File: src/hdl/scov_pkg.sv
package scov_pkg;

    localparam int NMICS    = 6;
    localparam int CHANNELS = 6;
    localparam int WINDOW   = 1024;

    localparam int SMP_W  = 16;
    localparam int PROD_W = 2 * SMP_W;
    localparam int SUM_W  = 42;
    localparam int IDX_W  = 3;

    localparam int ENTRIES = CHANNELS * CHANNELS;
    localparam int ADDR_W  = $clog2(ENTRIES);
    localparam int SEEN_W  = $clog2(WINDOW + 1);

    typedef logic signed [SMP_W-1:0]  t_sample;
    typedef logic signed [PROD_W-1:0] t_prod;
    typedef logic signed [SUM_W-1:0]  t_sum;
    typedef logic [ADDR_W-1:0]        t_addr;
    typedef logic [IDX_W-1:0]         t_idx;

    // Commands from the controller to the datapath.
    typedef struct packed {
        logic  load_in;
        logic  mac_step;
        logic  first;
        logic  rd_en;
        t_addr rd_addr;
        t_idx  row;
        t_idx  col;
        logic  emit_load;
        logic  last;
    } t_cmd;

    // Status from the datapath to the controller.
    typedef struct packed {
        logic out_taken;
    } t_sts;

endpackage

File: src/hdl/scov_in_if.sv
interface scov_in_if;
    import scov_pkg::*;

    logic    valid;
    logic    ready;
    logic    capture_start;
    t_sample mic0_sample;
    t_sample mic1_sample;
    t_sample mic2_sample;
    t_sample mic3_sample;
    t_sample mic4_sample;
    t_sample mic5_sample;

    modport source (
        output valid, capture_start, mic0_sample, mic1_sample, mic2_sample,
               mic3_sample, mic4_sample, mic5_sample,
        input  ready
    );

    modport sink (
        input  valid, capture_start, mic0_sample, mic1_sample, mic2_sample,
               mic3_sample, mic4_sample, mic5_sample,
        output ready
    );
endinterface

File: src/hdl/scov_out_if.sv
interface scov_out_if;
    import scov_pkg::*;

    logic valid;
    logic ready;
    t_idx row_index;
    t_idx col_index;
    t_sum cov_value;
    logic last_entry;

    modport source (
        output valid, row_index, col_index, cov_value, last_entry,
        input  ready
    );

    modport sink (
        input  valid, row_index, col_index, cov_value, last_entry,
        output ready
    );
endinterface

File: src/hdl/spatial_covariance_accumulator.sv
// Six-channel sample covariance accumulator. A vector with capture_start set
// opens a capture and the first 1024 vectors of it are summed pairwise into a
// 6x6 matrix; the 1024th vector triggers 36 result items in row-major order,
// each the sum of products read as the mean with 10 fraction bits, and the
// final one flagged by last_entry. Vectors outside a capture are dropped. An
// accepted vector inside a capture occupies the block while one 16x16
// multiplier and one RAM of 36 sums are stepped through the matrix, one
// entry per cycle. A dropped vector leaves the block idle and ready. For
// each result item the sum is read, registered and held until taken.
module spatial_covariance_accumulator (
    input  logic       i_clk,
    input  logic       i_rst_n,
    scov_in_if.sink    i_in,
    scov_out_if.source o_out
);
    import scov_pkg::*;

    t_cmd    cmd;
    t_sts    sts;
    t_sample smp [NMICS];

    assign smp[0] = i_in.mic0_sample;
    assign smp[1] = i_in.mic1_sample;
    assign smp[2] = i_in.mic2_sample;
    assign smp[3] = i_in.mic3_sample;
    assign smp[4] = i_in.mic4_sample;
    assign smp[5] = i_in.mic5_sample;

    scov_ctrl u_ctrl (
        .i_clk      (i_clk),
        .i_rst_n    (i_rst_n),
        .i_in_valid (i_in.valid),
        .i_start    (i_in.capture_start),
        .i_sts      (sts),
        .o_in_ready (i_in.ready),
        .o_cmd      (cmd)
    );

    scov_dp u_dp (
        .i_clk       (i_clk),
        .i_rst_n     (i_rst_n),
        .i_cmd       (cmd),
        .i_smp       (smp),
        .i_out_ready (o_out.ready),
        .o_sts       (sts),
        .o_out_valid (o_out.valid),
        .o_row       (o_out.row_index),
        .o_col       (o_out.col_index),
        .o_value     (o_out.cov_value),
        .o_last      (o_out.last_entry)
    );

    // No new vector is taken while a result item is pending.
    a_no_input_during_emit: assert property (
        @(posedge i_clk) disable iff (!i_rst_n)
        o_out.valid |-> !i_in.ready
    ) else $error("input ready while a result item is pending");

    // The final entry sits at the bottom-right corner of the matrix.
    a_last_is_corner: assert property (
        @(posedge i_clk) disable iff (!i_rst_n)
        (o_out.valid && o_out.last_entry) |->
            (o_out.row_index == t_idx'(CHANNELS - 1)) &&
            (o_out.col_index == t_idx'(CHANNELS - 1))
    ) else $error("last entry flagged away from the final matrix position");

    // Handing off the final entry returns the block to taking vectors.
    a_ready_after_last: assert property (
        @(posedge i_clk) disable iff (!i_rst_n)
        (o_out.valid && o_out.ready && o_out.last_entry) |=> i_in.ready
    ) else $error("block not ready after the final entry");
endmodule

File: src/hdl/scov_ram.sv
module scov_ram #(
    parameter int WIDTH = 8,
    parameter int DEPTH = 16
) (
    input  logic                     i_clk,
    input  logic                     i_wr_en,
    input  logic [$clog2(DEPTH)-1:0] i_wr_addr,
    input  logic [WIDTH-1:0]         i_wr_data,
    input  logic                     i_rd_en,
    input  logic [$clog2(DEPTH)-1:0] i_rd_addr,
    output logic [WIDTH-1:0]         o_rd_data
);
    logic [WIDTH-1:0] r_mem [DEPTH];
    logic [WIDTH-1:0] r_rd_data;

    always_ff @(posedge i_clk) begin
        if (i_wr_en) begin
            r_mem[i_wr_addr] <= i_wr_data;
        end
        if (i_rd_en) begin
            r_rd_data <= r_mem[i_rd_addr];
        end
    end

    assign o_rd_data = r_rd_data;
endmodule

File: src/hdl/scov_ctrl.sv
module scov_ctrl (
    input  logic          i_clk,
    input  logic          i_rst_n,
    input  logic          i_in_valid,
    input  logic          i_start,
    input  scov_pkg::t_sts i_sts,
    output logic          o_in_ready,
    output scov_pkg::t_cmd o_cmd
);
    import scov_pkg::*;

    localparam logic [2:0] ST_IDLE      = 3'd0;
    localparam logic [2:0] ST_MAC       = 3'd1;
    localparam logic [2:0] ST_EMIT_RD   = 3'd2;
    localparam logic [2:0] ST_EMIT_LD   = 3'd3;
    localparam logic [2:0] ST_EMIT_WAIT = 3'd4;

    logic [2:0]        r_state, n_state;
    logic [SEEN_W-1:0] r_seen, n_seen;
    logic              r_first, n_first;
    logic              r_emit, n_emit;
    t_addr             r_step, n_step;
    t_idx              r_row, n_row;
    t_idx              r_col, n_col;

    logic              accept;
    logic              at_end;
    logic [SEEN_W-1:0] seen_eff;
    logic [SEEN_W-1:0] seen_inc;

    assign o_in_ready = (r_state == ST_IDLE);
    assign accept     = i_in_valid && o_in_ready;
    assign at_end     = (r_step == t_addr'(ENTRIES - 1));
    assign seen_eff   = i_start ? '0 : r_seen;
    assign seen_inc   = seen_eff + SEEN_W'(1);

    always_comb begin
        n_state = r_state;
        n_seen  = r_seen;
        n_first = r_first;
        n_emit  = r_emit;
        n_step  = r_step;
        n_row   = r_row;
        n_col   = r_col;

        o_cmd           = '0;
        o_cmd.load_in   = accept;
        o_cmd.first     = r_first;
        o_cmd.rd_addr   = r_step;
        o_cmd.row       = r_row;
        o_cmd.col       = r_col;
        o_cmd.last      = at_end;

        case (r_state)
            ST_IDLE: begin
                // Items outside an open capture are dropped here.
                if (accept && (seen_eff < SEEN_W'(WINDOW))) begin
                    n_seen  = seen_inc;
                    n_first = i_start;
                    n_emit  = (seen_inc == SEEN_W'(WINDOW));
                    n_step  = '0;
                    n_row   = '0;
                    n_col   = '0;
                    n_state = ST_MAC;
                end
            end
            ST_MAC: begin
                o_cmd.mac_step = 1'b1;
                o_cmd.rd_en    = 1'b1;
                if (at_end) begin
                    n_step  = '0;
                    n_row   = '0;
                    n_col   = '0;
                    n_state = r_emit ? ST_EMIT_RD : ST_IDLE;
                end else begin
                    n_step = r_step + t_addr'(1);
                    if (r_col == t_idx'(CHANNELS - 1)) begin
                        n_col = '0;
                        n_row = r_row + t_idx'(1);
                    end else begin
                        n_col = r_col + t_idx'(1);
                    end
                end
            end
            ST_EMIT_RD: begin
                o_cmd.rd_en = 1'b1;
                n_state     = ST_EMIT_LD;
            end
            ST_EMIT_LD: begin
                o_cmd.emit_load = 1'b1;
                n_state         = ST_EMIT_WAIT;
            end
            ST_EMIT_WAIT: begin
                if (i_sts.out_taken) begin
                    if (at_end) begin
                        n_emit  = 1'b0;
                        n_step  = '0;
                        n_row   = '0;
                        n_col   = '0;
                        n_state = ST_IDLE;
                    end else begin
                        n_step = r_step + t_addr'(1);
                        if (r_col == t_idx'(CHANNELS - 1)) begin
                            n_col = '0;
                            n_row = r_row + t_idx'(1);
                        end else begin
                            n_col = r_col + t_idx'(1);
                        end
                        n_state = ST_EMIT_RD;
                    end
                end
            end
            default: begin
                n_state = ST_IDLE;
            end
        endcase
    end

    always_ff @(posedge i_clk) begin
        if (!i_rst_n) begin
            r_state <= ST_IDLE;
            r_seen  <= SEEN_W'(WINDOW);
            r_first <= 1'b0;
            r_emit  <= 1'b0;
            r_step  <= '0;
            r_row   <= '0;
            r_col   <= '0;
        end else begin
            r_state <= n_state;
            r_seen  <= n_seen;
            r_first <= n_first;
            r_emit  <= n_emit;
            r_step  <= n_step;
            r_row   <= n_row;
            r_col   <= n_col;
        end
    end
endmodule

File: src/hdl/scov_dp.sv
module scov_dp (
    input  logic             i_clk,
    input  logic             i_rst_n,
    input  scov_pkg::t_cmd   i_cmd,
    input  scov_pkg::t_sample i_smp [scov_pkg::NMICS],
    input  logic             i_out_ready,
    output scov_pkg::t_sts   o_sts,
    output logic             o_out_valid,
    output scov_pkg::t_idx   o_row,
    output scov_pkg::t_idx   o_col,
    output scov_pkg::t_sum   o_value,
    output logic             o_last
);
    import scov_pkg::*;

    t_sample r_smp [NMICS];
    t_prod   r_prod;
    logic    r_wr_pend;
    logic    r_wr_first;
    t_addr   r_wr_addr;

    logic    r_out_valid;
    t_idx    r_out_row;
    t_idx    r_out_col;
    t_sum    r_out_value;
    logic    r_out_last;

    t_sum    rd_data;
    t_sum    wr_data;
    t_sum    prod_ext;
    logic    out_taken;

    assign prod_ext = {{(SUM_W - PROD_W){r_prod[PROD_W-1]}}, r_prod};
    // The first vector of a capture overwrites whatever the entry held before.
    assign wr_data  = (r_wr_first ? t_sum'(0) : rd_data) + prod_ext;

    scov_ram #(
        .WIDTH (SUM_W),
        .DEPTH (ENTRIES)
    ) u_sums (
        .i_clk     (i_clk),
        .i_wr_en   (r_wr_pend),
        .i_wr_addr (r_wr_addr),
        .i_wr_data (wr_data),
        .i_rd_en   (i_cmd.rd_en),
        .i_rd_addr (i_cmd.rd_addr),
        .o_rd_data (rd_data)
    );

    always_ff @(posedge i_clk) begin
        if (i_cmd.load_in) begin
            r_smp <= i_smp;
        end
        r_prod     <= t_prod'(r_smp[i_cmd.row]) * t_prod'(r_smp[i_cmd.col]);
        r_wr_first <= i_cmd.first;
        r_wr_addr  <= i_cmd.rd_addr;
        if (i_cmd.emit_load) begin
            r_out_row   <= i_cmd.row;
            r_out_col   <= i_cmd.col;
            r_out_value <= rd_data;
            r_out_last  <= i_cmd.last;
        end
    end

    assign out_taken = r_out_valid && i_out_ready;

    always_ff @(posedge i_clk) begin
        if (!i_rst_n) begin
            r_wr_pend   <= 1'b0;
            r_out_valid <= 1'b0;
        end else begin
            r_wr_pend <= i_cmd.mac_step;
            if (i_cmd.emit_load) begin
                r_out_valid <= 1'b1;
            end else if (out_taken) begin
                r_out_valid <= 1'b0;
            end
        end
    end

    assign o_sts.out_taken = out_taken;
    assign o_out_valid     = r_out_valid;
    assign o_row           = r_out_row;
    assign o_col           = r_out_col;
    assign o_value         = r_out_value;
    assign o_last          = r_out_last;
endmodule

File: src/flat_wrapper.sv
// flat-port wrapper written by rule: the top's interface ports become plain ports
module spatial_covariance_accumulator_flat import scov_pkg::*;
  (i_clk, i_rst_n, i_in_valid, i_in_capture_start, i_in_mic0_sample, i_in_mic1_sample, i_in_mic2_sample, i_in_mic3_sample, i_in_mic4_sample, i_in_mic5_sample, i_in_ready, o_out_valid, o_out_row_index, o_out_col_index, o_out_cov_value, o_out_last_entry, o_out_ready);
  scov_in_if i_in_i ();
  scov_out_if o_out_i ();
  input  logic i_clk;
  input  logic i_rst_n;
  input wire logic [$bits(i_in_i.valid)-1:0] i_in_valid;
  input wire logic [$bits(i_in_i.capture_start)-1:0] i_in_capture_start;
  input wire logic [$bits(i_in_i.mic0_sample)-1:0] i_in_mic0_sample;
  input wire logic [$bits(i_in_i.mic1_sample)-1:0] i_in_mic1_sample;
  input wire logic [$bits(i_in_i.mic2_sample)-1:0] i_in_mic2_sample;
  input wire logic [$bits(i_in_i.mic3_sample)-1:0] i_in_mic3_sample;
  input wire logic [$bits(i_in_i.mic4_sample)-1:0] i_in_mic4_sample;
  input wire logic [$bits(i_in_i.mic5_sample)-1:0] i_in_mic5_sample;
  output wire logic [$bits(i_in_i.ready)-1:0] i_in_ready;
  output wire logic [$bits(o_out_i.valid)-1:0] o_out_valid;
  output wire logic [$bits(o_out_i.row_index)-1:0] o_out_row_index;
  output wire logic [$bits(o_out_i.col_index)-1:0] o_out_col_index;
  output wire logic [$bits(o_out_i.cov_value)-1:0] o_out_cov_value;
  output wire logic [$bits(o_out_i.last_entry)-1:0] o_out_last_entry;
  input wire logic [$bits(o_out_i.ready)-1:0] o_out_ready;
  assign i_in_i.valid = i_in_valid;
  assign i_in_i.capture_start = i_in_capture_start;
  assign i_in_i.mic0_sample = i_in_mic0_sample;
  assign i_in_i.mic1_sample = i_in_mic1_sample;
  assign i_in_i.mic2_sample = i_in_mic2_sample;
  assign i_in_i.mic3_sample = i_in_mic3_sample;
  assign i_in_i.mic4_sample = i_in_mic4_sample;
  assign i_in_i.mic5_sample = i_in_mic5_sample;
  assign i_in_ready = i_in_i.ready;
  assign o_out_valid = o_out_i.valid;
  assign o_out_row_index = o_out_i.row_index;
  assign o_out_col_index = o_out_i.col_index;
  assign o_out_cov_value = o_out_i.cov_value;
  assign o_out_last_entry = o_out_i.last_entry;
  assign o_out_i.ready = o_out_ready;
  spatial_covariance_accumulator u_core (.i_clk(i_clk), .i_rst_n(i_rst_n), .i_in(i_in_i), .o_out(o_out_i));
endmodule
File: config.mk
export PLATFORM = sky130hd
export DESIGN_NAME = spatial_covariance_accumulator_flat
export DESIGN_NICKNAME = d
export VERILOG_FILES = /design/src/hdl/scov_pkg.sv /design/src/hdl/scov_in_if.sv /design/src/hdl/scov_out_if.sv /design/src/hdl/spatial_covariance_accumulator.sv /design/src/hdl/scov_ram.sv /design/src/hdl/scov_ctrl.sv /design/src/hdl/scov_dp.sv /design/src/flat_wrapper.sv
export SDC_FILE = /design/constraint.sdc
export NUM_CORES = 2
export LEC_CHECK = 0
export BUFFER_PORTS_ARGS = -buffer_cell sky130_fd_sc_hd__buf_2
export CORE_MARGIN = 4
export CORE_UTILIZATION = 43
export DETAILED_ROUTE_END_ITERATION = 6
export PLACE_DENSITY = 0.6
export SLEW_MARGIN = 20
export SYNTH_ARGS = -nofsm -noshare
export SYNTH_HDL_FRONTEND = slang
export SYNTH_HIERARCHICAL = 1
export SYNTH_SLANG_ARGS = --single-unit
File: constraint.sdc
create_clock -name i_clk -period 8.43 [get_ports i_clk]
set_clock_uncertainty 0.05 [all_clocks]
set_input_delay 1.686 -clock i_clk [delete_from_list [all_inputs] [get_ports i_clk]]
set_output_delay 1.686 -clock i_clk [all_outputs]
set_load 0.03 [all_outputs]
=== Word-level counts from Yosys, hierarchy flattened ===
Memory sizes are Yosys's and may differ from the RTL's. A register that Yosys moved wholly into a read port is not among the register bits.
Index checks and enable logic that the tools add are counted.
W data, S select, Z words.

* Reductions and logical operators: 12
* Order comparisons: 3
* Equality and inequality tests: 11
* $mul: 1
* Add/subtract/negate cells: 5
* Multiplexer cells: 38
* Bitwise gates (word level): 2

{| class="wikitable"
|+ Operator list
! cell !! count
|-
| $bmux W16 S3 || 2
|-
| $mux W16 || 4
|-
| $add A42 B32 Y42 || 1
|-
| $mux W42 || 1
|-
| $mul A16 B16 Y32 || 1
|-
| $mux W3 || 10
|-
| $mux W6 || 3
|-
| $pmux W3 S3 || 2
|-
| $pmux W6 S3 || 1
|-
| $pmux W3 S5 || 1
|-
| $add A11 B1 Y11 const B || 1
|-
| $eq A11 B11 Y1 const B || 1
|-
| $lt A11 B11 Y1 const B || 1
|-
| $mux W11 || 1
|-
| $mux W1 || 10
|-
| $ge A4 B4 Y1 const B || 2
|-
| $not A3 Y4 || 2
|-
| $add A3 B1 Y3 const B || 2
|-
| $add A6 B1 Y6 const B || 1
|-
| $eq A3 B2 Y1 const B || 2
|-
| $eq A3 B3 Y1 const B || 2
|-
| $eq A6 B6 Y1 const B || 1
|-
| $reduce_and A3 Y1 || 2
|-
| $mux W2 || 2
|-
| other kinds (11) || 16
|}

* Logic and storage cells: 95
* Bits in writable memories: 1512
* Flip-flop bits (word level): 214
* Memories kept: 1
* Output and inout bits: 51

{| class="wikitable"
|+ Memory list
! memory !! depth !! width !! read ports !! clocked after memory_dff !! write ports !! RTL line !! RTL
|-
| u_core.u_dp.u_sums.r_mem || 36 || 42 || 1 || 1 || 1 || scov_ram.sv:13 || <nowiki>logic [WIDTH-1:0] r_mem [DEPTH];</nowiki>
|}

=== Logic depth before layout (Yosys ltp) ===
* Depth after elaboration: 5
* Mapped depth: 30
* Gate-level depth less buffers: 26

=== Cells and area by module ===
Netlist, hierarchy kept.

{| class="wikitable"
|+ Modules (own cells, without submodules)
! module !! cells an instance !! instances !! seq. area each (µm²) !! area an instance (µm²)
|-
| scov_ram || 3062 || 1 || 46664.8 || 60158.9
|-
| scov_dp || 1764 || 1 || 5175.0 || 18723.0
|-
| scov_ctrl || 201 || 1 || 560.5 || 1704.1
|}

=== Worst setup path after synthesis ===
Ideal clock, no wire load.

* Kind: reg-to-reg
* From: register u_core.u_ctrl.r_col[0]
* To: register u_core.u_dp.r_prod[30]
* Data arrival time: 7.137 ns
* Buffers on the path: 3
* Data required time: 8.308 ns
* Cell stages (with the launch flop): 27
* Path slack: 1.171 ns
* Cell sequence: dfxtp_1 buf_2 buf_2 mux4_2 a21oi_1 clkbuf_1 nor2_1 fa_1 inv_1 fa_1 fa_1 inv_1 fa_1 fa_1 inv_1 fa_1 inv_1 ha_1 a21o_1 a21o_1 a21o_1 a221o_1 o2111ai_2 nand3_2 a31o_1 a21oi_2 xnor2_1

* Cells in the longest elaborated chain, start to end: 5

{| class="wikitable"
|+ Ends and longest elaborated chain
! element !! RTL line !! RTL
|-
| start, declared || scov_ctrl.sv:24 || <nowiki>t_idx r_col, n_col;</nowiki>
|-
| start signal, assigned || scov_ctrl.sv:135 || <nowiki>r_col <= n_col;</nowiki>
|-
| $not A3 Y4 (implied by the code) || scov_dp.sv:54 || <nowiki>r_prod <= t_prod'(r_smp[i_cmd.row]) * t_prod'(r_smp[i_cmd.col]);</nowiki>
|-
| $bmux W16 S3 || scov_dp.sv:54 ||
|-
| $mux W16 (implied by the code) (2 in series) || scov_dp.sv:54 ||
|-
| $mul A16 B16 Y32 || scov_dp.sv:54 ||
|-
| end signal, assigned || scov_dp.sv:54 ||
|-
| end, declared || scov_dp.sv:17 || <nowiki>t_prod r_prod;</nowiki>
|}

Every way passes these cells. The select of a mux whose other input is x is not followed.
A chain may end at the register's enable or synchronous reset.

=== Worst setup path in the final report ===
* From: register u_core.u_ctrl.r_row[0]
* To: register u_core.u_dp.r_prod[31]

* Cells in the longest elaborated chain, start to end: 5

{| class="wikitable"
|+ Ends and longest elaborated chain
! element !! RTL line !! RTL
|-
| start, declared || scov_ctrl.sv:23 || <nowiki>t_idx r_row, n_row;</nowiki>
|-
| start signal, assigned || scov_ctrl.sv:134 || <nowiki>r_row <= n_row;</nowiki>
|-
| $not A3 Y4 (implied by the code) || scov_dp.sv:54 ||
|-
| $bmux W16 S3 || scov_dp.sv:54 ||
|-
| $mux W16 (implied by the code) (2 in series) || scov_dp.sv:54 ||
|-
| $mul A16 B16 Y32 || scov_dp.sv:54 ||
|}

Every way passes these cells. The select of a mux whose other input is x is not followed.

==> impl_metrics.yaml <==
placed_design:
  place.gp.congestion: 0.876
  place.detailed.hpwl_um: 123000
  worst_slack_at_placement_ns: 0.580
  numPortBuffers: 151
  dpl_cell_area_um2: 84800
setup_path:
  worstSetupStartpointType: "flip-flop"
  required_arrival_time_at_the_worst_endpoint_ns: 9.05
  cp_data_arrival_time_ns: 8.49
  critical_path.reg2reg.startpoint: "u_core/u_ctrl/r_row[0]"
  worstRegToRegCells: 23
  critPathKind: "reg -> reg"
  timing.critical_path.fanout_max: 20
  capturing_element_type_of_the_critical_path: "flip-flop"
  worst_r2r_endpoint: "u_core/u_dp/r_prod[31]"
  reg2reg_slack_ns: 0.56
global_route:
  grt_first_pass_wirelength_um: 316000
  grt_antenna_before_repair: 2
  first_global_vias: 45200
  global_route.usage.total: 0.223
  grt_start_max_net_pins: 109
  gr-total-overflow: 0
worst_hold_path:
  holdCritPathClass: "reg -> reg"
  holdPathEnd: "u_core/u_dp/r_wr_first"
  worstHoldStart: "u_core/u_ctrl/r_first"
  min_path_cells: 0
clock_network:
  clkTransAtPathRegs_ns: 0.06
  tritoncts.num_buffers: 181
  worstSkewPairLatency_ns: 0.83
  tritoncts: "built"
  cts_setup_buffers: 0
  ctsResizeCount: 0
  clock-sinks: 1768
  h_tree_levels: 4
  cts.hold.buffers_added: 0
  clockBufferDepth: 3
  cts_root_buf: "sky130_fd_sc_hd__clkbuf_16"
die:
  floorplan.core_area_um2: 186000
  die-height_um: 441
  std_cell_rows: 158
  fp.dieArea_um2: 194000
  top_level_ports: 152
  die_x_um: 441
  effective_utilization_at_floorplan: 0.434
timing:
  finalWorstSetupSlack_ns: 0.556
  final.setup.tns_ns: 0
  min_period_over_period: 0.934
  finalHoldViolCount: 0
  fmaxAchievable_mhz: 127
  timing_max_transition_violations_final: 0
  fin_crit_ns: 7.87
  rsz0062_at_grt: "no"
  maxSlewHeadroom: 0.220
  timing.final.setup_violations: 0
  tightestPinTransition_ns: 1.17
synth:
  mappedNetlistArea_um2: 80600
  postSynthRegisterBits: 1768
  post_synth_main_area_contributors: "sky130_fd_sc_hd__edfxtp_1, sky130_fd_sc_hd__mux2i_1, sky130_fd_sc_hd__fa_1, sky130_fd_sc_hd__mux4_2, sky130_fd_sc_hd__ha_1"
  yosysTopAreaCellShare: 0.633
  synth_edf_count: 1699
  synth_most_common_cell: "sky130_fd_sc_hd__edfxtp_1"
  synth_area_leader_cell: "sky130_fd_sc_hd__edfxtp_1"
  yosysWarningCount: 6
  postSynthCellCount: 5027
  top_flip_flop_cell_by_instance_count_after_synthesis: "sky130_fd_sc_hd__edfxtp_1"
  postSynthAreaPerCell_um2: 16.0
  post_synth_most_frequent_cells: "sky130_fd_sc_hd__edfxtp_1, sky130_fd_sc_hd__mux2i_1, sky130_fd_sc_hd__inv_1"
  postSynthNetCount: 5517
  synthDistinctLibCells: 98
  share_of_the_yosys_chip_area_belonging_to_registers: 0.650
  post_synthesis_async_set_or_reset_flop_share: 0
layout:
  num-fill-cells: 15600
  finalCoreUtilization: 0.487
  finish.net_count: 5736
  area_delta_synth_final_pct: 12.3
  fin_area_um2: 90500
  drive_gt1_frac: 0.149
job:
  cap_viol_max_count: 0
status:
  run_status: "finished clean"
routing:
  drtAntennaViolNets: 0
  drt-initial-drc-count: 4473
  detail_route.wirelength_um: 218000
  routed_wire_length_per_instance_um: 27.7
  via_to_cell_ratio: 5.75
  dr.pass1.iters: 6
  routed-via-count: 45200
  detail_route.drc_violations: 0
-- per-layer routing --
layer / track usage / share of wire / vias to the layer above
li1: - / - / 19500
met1: 0.309 / 0.42 / 23600
met2: 0.368 / 0.48 / 1748
met3: 0.0330 / 0.069 / 323
met4: 0.0615 / 0.027 / 0
met5: 0 / 0 / -
-- area by class of cell --
type,instances,area (um2),area share
tap,2480,3100,0.0343
clock buffer,234,4830,0.0534
sequential,1768,52400,0.579
timing repair buffer,289,1920,0.0212
clock inverter,84,830,0.00917
multi-input combinational,2693,26200,0.290
inverter,313,1180,0.0130
antenna,2,5.00,0.0000553
-- sequential cells by signal, summed over array words and instances (netlist names) --
| register | count |
|---|---|
| u_core/u_ctrl/r_row | 3 |
| u_core/u_dp/o_last | 1 |
| u_core/u_dp/r_prod | 32 |
| u_core/u_ctrl/r_emit | 1 |
| u_core/u_ctrl/r_first | 1 |
| u_core/u_dp/r_wr_pend | 1 |
| u_core/u_dp/r_wr_first | 1 |
| u_core/u_dp/o_value | 42 |
| u_core/u_dp/o_col | 3 |
| u_core/u_ctrl/r_step | 6 |
| u_core/u_dp/r_smp | 96 |
| u_core/u_ctrl/r_seen | 11 |
| u_core/u_dp/o_row | 3 |
| u_core/u_ctrl/r_state | 3 |
| u_core/u_dp/o_out_valid | 1 |
| u_core/u_dp/u_sums/r_mem | 1512 |
| u_core/u_ctrl/r_col | 3 |
| u_core/u_dp/r_wr_addr | 6 |
| u_core/u_dp/u_sums/o_rd_data | 42 |
-- cells in the final DEF, fill, tap and decap left out, drive strengths merged, types with 28 or more instances in the layout --
| cell | netlist | layout |
|---|---|---|
| a221oi | 86 | 86 |
| a21oi | 193 | 193 |
| o21ai | 54 | 54 |
| a21o | 39 | 39 |
| ha | 126 | 126 |
| clkinv | 3 | 68 |
| nand2 | 194 | 194 |
| o41ai | 43 | 43 |
| buf | 149 | 289 |
| nor2 | 234 | 234 |
| dfxtp | 69 | 69 |
| nor2b | 65 | 65 |
| mux4 | 74 | 74 |
| o22ai | 42 | 42 |
| inv | 310 | 315 |
| fa | 263 | 263 |
| mux2i | 710 | 710 |
| a22o | 84 | 84 |
| clkbuf | 104 | 234 |
| nand2b | 28 | 28 |
| xnor2 | 60 | 60 |
| a22oi | 170 | 170 |
| edfxtp | 1699 | 1699 |
-- worst max-delay path: stages, from the launching register on --
cell and delay, ns:
sky130_fd_sc_hd__dfxtp_2 0.75, sky130_fd_sc_hd__buf_4 0.28, sky130_fd_sc_hd__mux4_2 0.52, sky130_fd_sc_hd__a21oi_1 0.83, sky130_fd_sc_hd__nor2_1 0.15, sky130_fd_sc_hd__fa_1 0.53, sky130_fd_sc_hd__inv_1 0.06, sky130_fd_sc_hd__fa_1 0.46
sky130_fd_sc_hd__fa_1 0.53, sky130_fd_sc_hd__inv_1 0.06, sky130_fd_sc_hd__fa_1 0.49, sky130_fd_sc_hd__fa_1 0.50, sky130_fd_sc_hd__inv_1 0.05, sky130_fd_sc_hd__fa_1 0.48, sky130_fd_sc_hd__inv_1 0.04, sky130_fd_sc_hd__ha_1 0.32
sky130_fd_sc_hd__and4_1 0.24, sky130_fd_sc_hd__nand2_1 0.07, sky130_fd_sc_hd__o31ai_2 0.41, sky130_fd_sc_hd__a211oi_2 0.15, sky130_fd_sc_hd__a21oi_2 0.29, sky130_fd_sc_hd__a31oi_1 0.13, sky130_fd_sc_hd__o21ai_0 0.21, sky130_fd_sc_hd__xnor2_1 0.09
-- stage by stage --
| step | instances | hold slack [ns] |
|---|---|---|
| finish | 7863 | 0.329 |
| global route | 7861 | 0.344 |
| CTS | 7861 | 0.340 |
| detailed placement | 7543 | 0.297 |
| global placement | 7543 | 0.311 |
| floorplan | 5027 | 0.337 |
-- cell families (layout without fill, tap and decap cells) --
group	Yosys count	in the layout	synth area share
flip-flops	1768	1768	0.650
AO/OA/AOI/OAI	797	797	0.0764
multiplexers	784	784	0.109
AND/OR/NAND/NOR	644	644	0.0377
buffers and inverters	566	920	0.0330
adder cells (fa/ha/maj)	389	389	0.0849
XOR/XNOR	79	79	0.00882
other	0	2	0
-- worst max-delay path by stage --
stage,endpoint,slack (ns),cells past startpoint,start
after detailed placement,u_core/u_dp/r_prod[31],0.58,23,u_core/u_ctrl/r_row[0]
after floorplan,u_core/u_dp/r_prod[30],1.17,26,u_core/u_ctrl/r_col[0]
final,u_core/u_dp/r_prod[31],0.56,23,u_core/u_ctrl/r_row[0]
after global placement,u_core/u_dp/r_prod[29],0.51,24,u_core/u_ctrl/r_row[0]
after CTS,u_core/u_dp/r_prod[31],0.51,23,u_core/u_ctrl/r_row[0]
after global routing,u_core/u_dp/r_prod[31],0.11,25,u_core/u_ctrl/r_row[0]
Power is left out: the tool's default activity adds up to more than one toggle a clock period on the data nets, which glitch-free logic cannot reach.
